===== src/hw/rtl/dmtlb_pkg.sv =====
`timescale 1ns / 1ps
// shared types and constants for the direct-mapped tlb
// no dependencies

package dmtlb_pkg;

    localparam int NUM_ENTRIES    = 512;   // power of two, index is the low page bits
    localparam int PAGE_NUM_BITS  = 20;
    localparam int FRAME_NUM_BITS = 20;
    localparam int IDX_W          = $clog2(NUM_ENTRIES);
    localparam int CNT_W          = 32;

    localparam logic [1:0] OP_LOOKUP = 2'd0;
    localparam logic [1:0] OP_INSERT = 2'd1;
    localparam logic [1:0] OP_REMOVE = 2'd2;

    typedef logic [IDX_W-1:0]          t_idx;
    typedef logic [PAGE_NUM_BITS-1:0]  t_page;
    typedef logic [FRAME_NUM_BITS-1:0] t_frame;
    typedef logic [CNT_W-1:0]          t_cnt;

    typedef struct packed {
        logic   valid;
        t_page  tag;
        t_frame frame;
    } t_entry;

    typedef struct packed {
        logic   en;
        t_idx   idx;
        t_entry entry;
    } t_wr_req;

    typedef struct packed {
        logic lookup;
        logic hit;
    } t_cnt_evt;

    function automatic t_idx page_index(input t_page page);
        return page[IDX_W-1:0];
    endfunction

endpackage


===== src/hw/rtl/dmtlb_counters.sv =====
`timescale 1ns / 1ps
// wrapping lookup, hit and miss counters
// depends on dmtlb_pkg

module dmtlb_counters (
    input  logic                i_clk,
    input  logic                i_rst_n,
    input  dmtlb_pkg::t_cnt_evt i_evt,
    output dmtlb_pkg::t_cnt     o_lookups,
    output dmtlb_pkg::t_cnt     o_hits,
    output dmtlb_pkg::t_cnt     o_misses
);
    import dmtlb_pkg::*;

    t_cnt r_lookups, n_lookups;
    t_cnt r_hits, n_hits;
    t_cnt r_misses, n_misses;

    always_comb begin
        n_lookups = r_lookups;
        n_hits    = r_hits;
        n_misses  = r_misses;
        if (i_evt.lookup) begin
            n_lookups = r_lookups + 1'b1;
            if (i_evt.hit) begin
                n_hits = r_hits + 1'b1;
            end else begin
                n_misses = r_misses + 1'b1;
            end
        end
    end

    always_ff @(posedge i_clk) begin
        if (!i_rst_n) begin
            r_lookups <= '0;
            r_hits    <= '0;
            r_misses  <= '0;
        end else begin
            r_lookups <= n_lookups;
            r_hits    <= n_hits;
            r_misses  <= n_misses;
        end
    end

    assign o_lookups = r_lookups;
    assign o_hits    = r_hits;
    assign o_misses  = r_misses;

endmodule


===== config.mk =====
export PLATFORM = sky130hd
export DESIGN_NAME = dmtlb_counters
export DESIGN_NICKNAME = d
export VERILOG_FILES = /design/src/hw/rtl/dmtlb_pkg.sv /design/src/hw/rtl/dmtlb_counters.sv
export SDC_FILE = /design/constraint.sdc
export NUM_CORES = 1
export LEC_CHECK = 0
export ABC_AREA = 1
export BUFFER_PORTS_ARGS = -buffer_cell sky130_fd_sc_hd__buf_2
export CORE_UTILIZATION = 62
export CTS_BUF_LIST = sky130_fd_sc_hd__clkbuf_2 sky130_fd_sc_hd__clkbuf_4 sky130_fd_sc_hd__clkbuf_8
export DETAILED_ROUTE_END_ITERATION = 8
export PLACE_DENSITY = 0.9
export SYNTH_ARGS = -nofsm -noshare
export SYNTH_HDL_FRONTEND = slang
export SYNTH_SLANG_ARGS = --single-unit

===== constraint.sdc =====
create_clock -name i_clk -period 2.6 [get_ports i_clk]
set_input_delay 0.13 -clock i_clk [delete_from_list [all_inputs] [get_ports i_clk]]
set_output_delay 0.13 -clock i_clk [all_outputs]
set_load 0.05 [all_outputs]

==> results.md, run 1 <==
* Status: completed
* DIE AREA at between 0.008 and 0.009 mm^2
* Chip Width at between 90 and 100 um
* CTS buffer count at 9
* Yosys top cell by area: dfxtp_1
* Leakage at 2.58 nW
* Initial antenna violation count at 0
* Fmax at just over 0.6 GHz
* Post-synthesis sequential area ratio at 0.376
* Overall routing resource usage at 0.309
* Reg2reg start: o_misses[0]
* GP Congestion at 0.942
* Top post-synthesis cells by area: dfxtp_1, nand2_1, nor2_1, inv_1, nand3_1
* Hold/Removal Path Class: in2reg
* Iter 0 DRT Violations at 329
* M2 GR Usage at 0.523
* Pwr per Cell Area at 451 mW/mm^2
* Pins Over Slew Limit at 0
* Fin Hold WS at approximately 140 ps
* Vias per cell at 5.46
* # H-tree levels at 3
* Largest fanout on the critical path at 5
* Clk_lat worst skew at 360 ps
* Global routing usage on met1 at 0.388
* Initial Util at 0.652
* Min-delay src: i_evt[1]
* Core area at 0.00785 mm^2
* Avg Cell Area, Syn at 6.53 um^2
* Total grt overflow at 0
* Synth Cell Area at 0.00512 mm^2
* Cell Count, Final, Fillers Out at between 900 and 1000
* Tcrit/Tclk final at 0.634
* Max Cap Violations at 0
* Clock Sink Count at 96
* IO Pins at 100
* Worst path slowest cell: dfxtp_1
* Gr busiest metal: met2
* Most common cell on crit path: nor2_2
* CTS clk-pin slew, worst paths at about 90 ps
* Final count of negative-setup-slack endpoints at 0
* Vias in the first global route at 4935
* Share of cells above drive strength 1 at 0.178
* RSZ-0062 raised after global routing: no
* Largest net degree at the start of global routing at 35
* First-pass GRT wire length at between 20000 and 25000 um
* Number of diodes at 0
* Total power at 2.67 mW
* Routed Antenna Nets at 0
* Rel. slew slack at 0.627
* CP startpoint: o_misses[0]
* Worst EP required at 2850 ps
* Crit. End Element: flop
* Mapped Nets at about 800
* Post-synth EDFFs at 0
* Startpoint Class: flop
* Power Internal at 2.06 mW
* Final clock skew at around 10 ps
* Post-synth ARST share at 0
* Area Overhead vs Synth at 15.6%
* Arr. time, crit path at 1900 ps
* VDD IR-drop max at 0.281 mV
* CTS root buf: clkbuf_8
* Main flop type after synthesis: dfxtp_1
* Vias at 5407
* Worst Tran Pin Value at around 560 ps
* Share of total power in the clock network at 0.398
* Post-synth top area share at 0.376
* Final nets at 892
* Logic pwr share at 0.045
* Commonest cells after routing, fill and taps aside: nand2_1, nor2_1, inv_1
* Setup repair bufs after CTS at 0
* CTS tree: yes
* Cells after Synth at 784
* Chip height at between 90 and 100 um
* Wire length per cell at 12.9 um
* Seq pwr share at 0.557
* DP HPWL at 9440 um
* Ys Warns at 0
* Clock Path Buffers at 2
* Pre-antenna DRT Iters at 5
* Type of the worst setup path: reg2reg
* I/O Buffers at 99
* FP Rows at 32
* Setup TNS at 0 ps
* Hold-fix buffer count after cts at 0
* Crit-path max cell delay at approximately 420 ps
* Commonest non-fill, non-tap cell in the layout: nand2_1
* Delay-heaviest family, CP: simple AND/OR/NAND/NOR gates
* Met3 usage at 0.0558
* Unique masters post-synth at 36
* Placed cells at 976
* Fin crit period at 1650 ps
* Worst path cell trace: ha_1 > nand3_2 > nor2_2 > nand2_1 > nor2_2 > nand3_1 > o21ai_0 > nor2_1
* Final Hold Fails at 0
* Switching Power at 609 uW
* DR DRC count at 0
* # resized after CTS at 0
* Final WL at about 13000 um
* Switching part of the total power at 0.228
* Synth Register Bits at 96
* Buf/Inv on CP at 0
[synthesized netlist by cell type (2+ instances only)]
master / instances
nand2_4: 3
nor3_2: 2
a21oi_1: 42
inv_1: 100
nor3b_1: 2
clkbuf_1: 3
nor2_1: 150
a31oi_1: 2
nand3_1: 47
nand3b_1: 4
o21ai_0: 31
inv_2: 4
nand2_1: 189
o21bai_1: 3
nor2_2: 16
nor2_8: 2
nand2_2: 3
ha_1: 3
nor2_4: 5
nand3_4: 2
nand3_2: 2
nor3_1: 15
o21a_1: 7
buf_1: 6
nand4_1: 24
xor2_1: 12
dfxtp_1: 96
[cell type report]
| cell class | instances | area (um^2) |
|---|---|---|
| inverters | 104 | 390 |
| well taps | 102 | 128 |
| fillers | 616 | 1930 |
| clock buffers | 10 | 138 |
| clock inverters | 4 | 70.1 |
| flip-flops and latches | 96 | 1920 |
| repair buffers | 101 | 510 |
| multi-input cells | 573 | 2760 |
[logic make-up after synthesis]
family	after synthesis	share of synthesized area
and+or+nand+nor	471	0.420
buffers and inverters	115	0.0853
DFF	96	0.376
AOI/OAI and AO/OA	87	0.0915
xor gates and xnor gates	12	0.0205
adders and majority gates	3	0.00734
[sequential cells by signal, summed over array words and instances, names as in the netlist]
register and count:
o_hits 32, o_lookups 32, o_misses 32
[per-layer routing]
layer  wire length (um)  vias to the layer above
met1               5490                     2457
li1                   -                     2689
met5                  0                        -
met2               6070                      232
met4                267                        0
met3                962                       29
[power groups by stage]
stage / combinational [mW] / sequential, mW / clock (mW)
global placement: 0.114 / 1.52 / 0
CTS: 0.120 / 1.49 / 1.08
detailed placement: 0.118 / 1.52 / 0
global route: 0.133 / 1.49 / 1.14
floorplan: 0.0621 / 1.55 / 0
finish: 0.120 / 1.49 / 1.06
[worst paths after layout]
kind	end	slack (ps)	depth (start not counted)
setup / recovery	o_misses[28]	950	8
setup reg to reg	o_misses[28]	950	8
hold reg to reg	o_hits[6]	490	2
hold / removal	o_lookups[0]	140	2
[worst reg2reg max path, cell delays in order (launching register included)]
cell     delay, ps
dfxtp_1        420
ha_1           230
nand3_2        120
nor2_2         140
nand2_1         90
nor2_2         190
nand3_1        130
o21ai_0        170
nor2_1          60
[per-stage QoR]
| stage | worst slack [ps] | utilization | instance area [um^2] |
|---|---|---|---|
| finish | 952 | 0.754 | 5920 |
| floorplan | 787 | - | 5120 |
| global placement | 1120 | 0.727 | 5710 |
| detailed placement | 995 | 0.727 | 5710 |
| CTS | 970 | 0.754 | 5920 |
| global route | 774 | 0.754 | 5920 |
Power figures use the tool's default switching activity.
==> inputs of run 2 (changes only) <==
--- a/config.mk
+++ b/config.mk
@@ -5,12 +5,12 @@
 export SDC_FILE = /design/constraint.sdc
 export NUM_CORES = 1
 export LEC_CHECK = 0
-export ABC_AREA = 1
+export ABC_AREA = 0
 export BUFFER_PORTS_ARGS = -buffer_cell sky130_fd_sc_hd__buf_2
-export CORE_UTILIZATION = 62
+export CORE_UTILIZATION = 50
 export CTS_BUF_LIST = sky130_fd_sc_hd__clkbuf_2 sky130_fd_sc_hd__clkbuf_4 sky130_fd_sc_hd__clkbuf_8
 export DETAILED_ROUTE_END_ITERATION = 8
-export PLACE_DENSITY = 0.9
+export PLACE_DENSITY = 0.8
 export SYNTH_ARGS = -nofsm -noshare
 export SYNTH_HDL_FRONTEND = slang
 export SYNTH_SLANG_ARGS = --single-unit
==> constraint.sdc (replaced) <==
create_clock -name i_clk -period 1.3 [get_ports i_clk]
set_input_delay 0.065 -clock i_clk [delete_from_list [all_inputs] [get_ports i_clk]]
set_output_delay 0.065 -clock i_clk [all_outputs]
set_load 0.05 [all_outputs]
==> run 2 against run 1 <==
Against the previous run: power grew 92%; final area grew 27%; sequential cell count is the same; the flow now finishes with violations (setup timing); combinational power grew 150%; routed wire length grew 42%; first-iteration DRC count grew 24%; sequential share of layout area shrank 3.6 points; fmax shrank 23%; critical endpoint is now o_hits[31]; clock power grew 85%.
==> results.md, run 2 <==
* Status: complete, but fails checks
* Failing checks: setup timing
* Worst path cell trace: nand4_4 > or4_4 > or4_4 > or3_4 > a21oi_2
* Total power at 5.12 mW
* Chip height at 93.8 um
* Max Cap Violations at 0
* Initial Util at 0.516
* Most common cell on crit path: or4_4
* Commonest cells after routing, fill and taps aside: buf_4, buf_2, nor2_1
* Startpoint Class: flop
* VDD IR-drop max at ~0.6 mV
* Arr. time, crit path at roughly 2500 ps
* Final setup margin at -842 ps
* Avg Cell Area, Syn at 8.50 um^2
* Post-synthesis sequential area ratio at 0.456
* Ys Warns at 0
* RSZ-0062 raised after global routing: yes
* DR DRC count at 0
* CTS root buf: clkbuf_8
* Post-synth ARST share at 0
* Clock Sink Count at 96
* Crit. End Element: flop
* Top post-synthesis cells by area: dfxtp_1, xnor2_1, nor2_1, xor2_1, nand4_1
* Commonest non-fill, non-tap cell in the layout: buf_4
* CTS buffer count at 9
* FP Rows at 33
* Synth Register Bits at 96
* Pins Over Slew Limit at 0
* Pwr per Cell Area at 682 mW/mm^2
* Initial antenna violation count at 0
* Total grt overflow at 0
* Number of diodes at 0
* Yosys top cell by area: dfxtp_1
* Vias in the first global route at 4786
* Overall routing resource usage at 0.347
* Leakage at 3.54 nW
* Pre-antenna DRT Iters at 6
* Main flop type after synthesis: dfxtp_1
* Rel. slew slack at 0.732
* Post-synth top area share at 0.456
* Routed Antenna Nets at 0
* Post-synth EDFFs at 0
* Hold/Removal Path Class: in2reg
* Wire length per cell at between 20 and 25 um
* Vias per cell at 5.90
* IO Pins at 100
* Largest net degree at the start of global routing at between 70 and 80
* I/O Buffers at 99
* Worst path slowest cell: or4_4
* Fillers at 313
* Fmax at 0.467 GHz
* Area Overhead vs Synth at 78.0%
* # H-tree levels at 3
* Fin crit period at 2140 ps
* Vias at 5112
* First-pass GRT wire length at about 23000 um
* Cells after Synth at 496
* Worst Tran Pin Value at about 400 ps
* DIE AREA at 0.00880 mm^2
* Setup TNS at -34250 ps
* Share of cells above drive strength 1 at 0.614
* Largest fanout on the critical path at 4
* Final count of negative-setup-slack endpoints at 80
* Most common cell in the netlist: dfxtp_1
* CTS clk-pin slew, worst paths at ~120 ps
* Worst EP required at approximately 1600 ps
* Tcrit/Tclk final at 1.65
* DP HPWL at 8640 um
* Final Hold Fails at 0
* CTS tree: yes
* Crit-path max cell delay at 550 ps
* Final clock skew at 26.2 ps
* Final WL at 18100 um
* Unique masters post-synth at 35
* Clock Path Buffers at 2
* Type of the worst setup path: reg2reg
* Sequential cell area at 0.00217 mm^2
* Iter 0 DRT Violations at 407
* Final nets at 763
* Synth Cell Area at 0.00422 mm^2
* Clk_lat worst skew at 400 ps
* Core area at between 0.008 and 0.009 mm^2
* Area of the multi-input gates at 0.00300 mm^2
* GP Congestion at 0.790
* Top post-synthesis cells by count: dfxtp_1, nor2_1, xnor2_1, xor2_1, nand2_1
* Chip Width at 93.8 um
* Mapped Nets at 503
run 2: cell types whose count changed after synthesis, moves of 8 or more:
cell      delta
nor3_1       +9
or3_1       +11
nor2_1      -58
xnor2_1     +47
xor2_1      +22
and4_1       +8
nand2_1    -157
clkbuf_1    +11
a21oi_1     -29
inv_1       -82
nand3_1     -20
o21ai_0     -20
nor2_2      -16
nor4_1      +10
run 2: timing repair:
| action | 4_1_cts | 5_1_grt |
|---|---|---|
| setup buffers | 31 | 16 |
| endpoints found under the hold margin | 1 | 0 |
| gates cloned | 1 | 0 |
| hold buffers | 1 | 0 |
| setup endpoints to repair | 77 | 84 |
| pin swaps | 63 | 56 |
| gates resized for setup | 88 | 47 |
run 2: layout make-up:
cell class	count	share of cell area
flip-flops and latches	96	0.289
inverters	19	0.00950
multi-input cells	365	0.399
well taps	105	0.0175
repair buffers	265	0.261
clock inverters	7	0.00700
clock buffers	9	0.0165
run 2: cell families (layout without fill, tap and decap cells):
group | Yosys count | count (layout) | synth area share
XOR/XNOR | 81 | 81 | 0.168
flip-flops | 96 | 96 | 0.456
multiplexers | 2 | 2 | 0.00475
buffers and inverters | 36 | 300 | 0.0326
adder cells (fa/ha/maj) | 3 | 3 | 0.00891
AO/OA/AOI/OAI | 25 | 25 | 0.0297
AND/OR/NAND/NOR | 253 | 254 | 0.300
run 2: critical path, delay by kind of cell, from the launching register on:
kind,cells,cell delay [ps]
flops,1,390
simple gates,4,1510
compound gates,1,180
run 2: per-stage QoR:
stage	setup WS (ps)	cells	utilization	hold slack (ps)	instance area, um^2
after floorplan	-895	496	-	192	4880
after global placement	-699	812	0.781	303	6380
after detailed placement	-745	812	0.781	307	6380
after CTS	-711	856	0.883	135	7220
after global routing	-839	866	0.918	191	7500
final	-842	866	0.918	189	7500
run 2: worst paths after layout:
| check | start | to | slack, ps | cells after the start |
|---|---|---|---|---|
| worst max register to register | o_hits[6] | o_hits[31] | -840 | 5 |
| worst min-delay path | i_evt[0] | o_hits[1] | 190 | 4 |
| worst max-delay path | o_hits[6] | o_hits[31] | -840 | 5 |
| worst min register to register | o_lookups[31] | o_lookups[31] | 530 | 2 |
run 2: routing by layer:
| layer | up-vias | track usage | share of wire |
|---|---|---|---|
| li1 | 2213 | - | - |
| met1 | 2466 | 0.378 | 0.37 |
| met2 | 335 | 0.612 | 0.50 |
| met3 | 98 | 0.0623 | 0.071 |
| met4 | 0 | 0.232 | 0.062 |
| met5 | - | 0 | 0 |
run 2: power by group:
part           switching, mW  leakage (nW)  total, mW  internal [mW]
logic                  0.186          2.61      0.296          0.110
registers             0.0191         0.833       2.86           2.84
clock network           1.23        0.0961       1.96          0.723
==> inputs of run 3 (changes only) <==
--- a/config.mk
+++ b/config.mk
@@ -7,10 +7,10 @@
 export LEC_CHECK = 0
 export ABC_AREA = 0
 export BUFFER_PORTS_ARGS = -buffer_cell sky130_fd_sc_hd__buf_2
-export CORE_UTILIZATION = 50
+export CORE_UTILIZATION = 28
 export CTS_BUF_LIST = sky130_fd_sc_hd__clkbuf_2 sky130_fd_sc_hd__clkbuf_4 sky130_fd_sc_hd__clkbuf_8
 export DETAILED_ROUTE_END_ITERATION = 8
-export PLACE_DENSITY = 0.8
+export PLACE_DENSITY = 0.51
 export SYNTH_ARGS = -nofsm -noshare
 export SYNTH_HDL_FRONTEND = slang
 export SYNTH_SLANG_ARGS = --single-unit
==> run 3 against run 2 <==
Against the previous run: the flow still finishes with violations (setup timing); sequential cell count is the same; power grew 3.0%; routed wire length shrank 30%; utilization shrank 40 points; fmax grew 8.1%; clock power grew 8%; die area grew 77%; worst hold slack lost 51 ps; sequential power is essentially flat; sequential share of layout area shrank 0.19 points; non-clock buffer count shrank 2; highest routed layer unchanged.
==> results.md, run 3 (synthesis gave the netlist of run 2 again) <==
* CTS root buf: clkbuf_8
* Largest net degree at the start of global routing at 84
* Type of the worst setup path: reg2reg
* Switching part of the total power at 0.236
* Vias at around 4400
* Hold/Removal Path Class: in2reg
* Top Layer Used: met4
* Power Internal at 4.03 mW
* Pre-antenna DRT Iters at 4
* Cell Count, Final, Fillers Out at 944
* Final WL at 12700 um
* CTS tree: yes
* Fin crit period at 1980 ps
* Clock Sink Count at 96
* Wire length per cell at 13.5 um
* Iter 0 DRT Violations at 148
* Clock Path Buffers at 2
* DR DRC count at 0
* Arr. time, crit path at around 2300 ps
* Chip height at 125 um
* Fin util at 0.518
* Worst EP required at 1610 ps
* Status: complete, but fails checks
* Tcrit/Tclk final at 1.52
* Vias in the first global route at 4525
* Final setup margin at -682 ps
* Final Hold Fails at 0
* Fmax at 0.505 GHz
* IO Pins at 100
* FP Rows at 44
* Chip Width at 125 um
* Met2 WL at 6240 um
* Logic pwr share at 0.055
* Final nets at 762
* CTS clk-pin slew, worst paths at 100 ps
* Flop2flop setup slack at -680 ps
* Crit. End Element: flop
* Largest fanout on the critical path at 3
* Initial Util at 0.289
* Vias per cell at 4.69
* Pwr per Cell Area at 698 mW/mm^2
* DIE AREA at 0.0155 mm^2
* Share of total power in the clock network at 0.403
* GP Congestion at 0.812
* Routed Antenna Nets at 0
* Leakage at 3.51 nW
* CTS buffer count at 9
* Final count of negative-setup-slack endpoints at 76
* DP HPWL at 8730 um
* Worst Tran Pin Value at 392 ps
* Rel. slew slack at 0.739
* Wl on met1 at 5750 um
* Fillers at around 1400
* VDD IR-drop max at 0.405 mV
* I/O Buffers at slightly below 100
* Commonest cells after routing, fill and taps aside: buf_4, buf_2, nor2_1
* Overall routing resource usage at 0.167
* Clk_lat worst skew at 370 ps
* First-pass GRT wire length at 21300 um
* Share of cells above drive strength 1 at 0.600
* Initial antenna violation count at 0
* Pins Over Slew Limit at 0
* Final clock skew at ~16 ps
* Total grt overflow at 0
* Placed cells at around 900
* Commonest non-fill, non-tap cell in the layout: buf_4
* # H-tree levels at 3
* Startpoint Class: flop
* Failing checks: setup timing
* RSZ-0062 raised after global routing: yes
* Area Overhead vs Synth at 79.2%
* Seq pwr share at 0.542
* Max Cap Violations at 0
* Number of diodes at 0
* Switching Power at 1.25 mW
* Met3 wire length at 531 um
* Core area at about 0.015 mm^2
run 3: power by group through the flow:
stage | logic [mW] | registers [mW] | clock network (mW)
after floorplan | 0.0805 | 2.99 | 0
after global placement | 0.242 | 2.93 | 0
after detailed placement | 0.250 | 2.93 | 0
after CTS | 0.276 | 2.86 | 2.21
after global routing | 0.313 | 2.86 | 2.32
final | 0.290 | 2.86 | 2.12
run 3: area by class of cell:
class,instances,area [um^2],share of cell area
multi-input cells,366,2900,0.384
flip-flops and latches,96,2170,0.287
repair buffers,263,1970,0.260
well taps,184,230,0.0305
clock buffers,14,174,0.0230
inverters,19,71.3,0.00944
clock inverters,2,38.8,0.00514
run 3: per-stage QoR:
step                setup WS, ps  area [um^2]  hold slack, ps  TNS, ps  power (mW)
finish                      -682         7550             138   -22570        5.27
global route                -730         7550             173   -29050        5.49
CTS                         -674         7270             111   -23170        5.34
detailed placement          -675         6590             315   -22680        3.18
global placement            -661         6590             311   -21740        3.17
floorplan                   -895         4880             192   -27550        3.07
run 3: critical path: stages, from the launching register on:
cell,delay (ps)
dfxtp_4,370
nand3_4,70
or4_4,530
or4_4,440
or3_4,380
a21oi_2,130
run 3: worst paths after layout:
| kind | startpoint | end | depth (start not counted) |
|---|---|---|---|
| worst min register to register | o_misses[31] | o_misses[31] | 2 |
| worst max-delay path | o_hits[2] | o_hits[29] | 5 |
| worst min-delay path | i_evt[1] | o_lookups[1] | 4 |
| worst max register to register | o_hits[2] | o_hits[29] | 5 |
run 3: what timing repair did:
| action | 4_1_cts | 5_1_grt |
|---|---|---|
| buffers inserted | 16 | 17 |
| endpoints found under the setup margin | 82 | 86 |
| cloned | 2 | 0 |
| pin swaps | 58 | 59 |
| hold buffers | 1 | 0 |
| hold endpoints to repair | 1 | 0 |
| gates resized for setup | 73 | 48 |
run 3: per-layer routing:
metal  up-vias  global-route usage
li1       2215                   -
met1      2113               0.203
met2        80               0.290
met3        17              0.0326
met4         0              0.0645
met5         -                   0
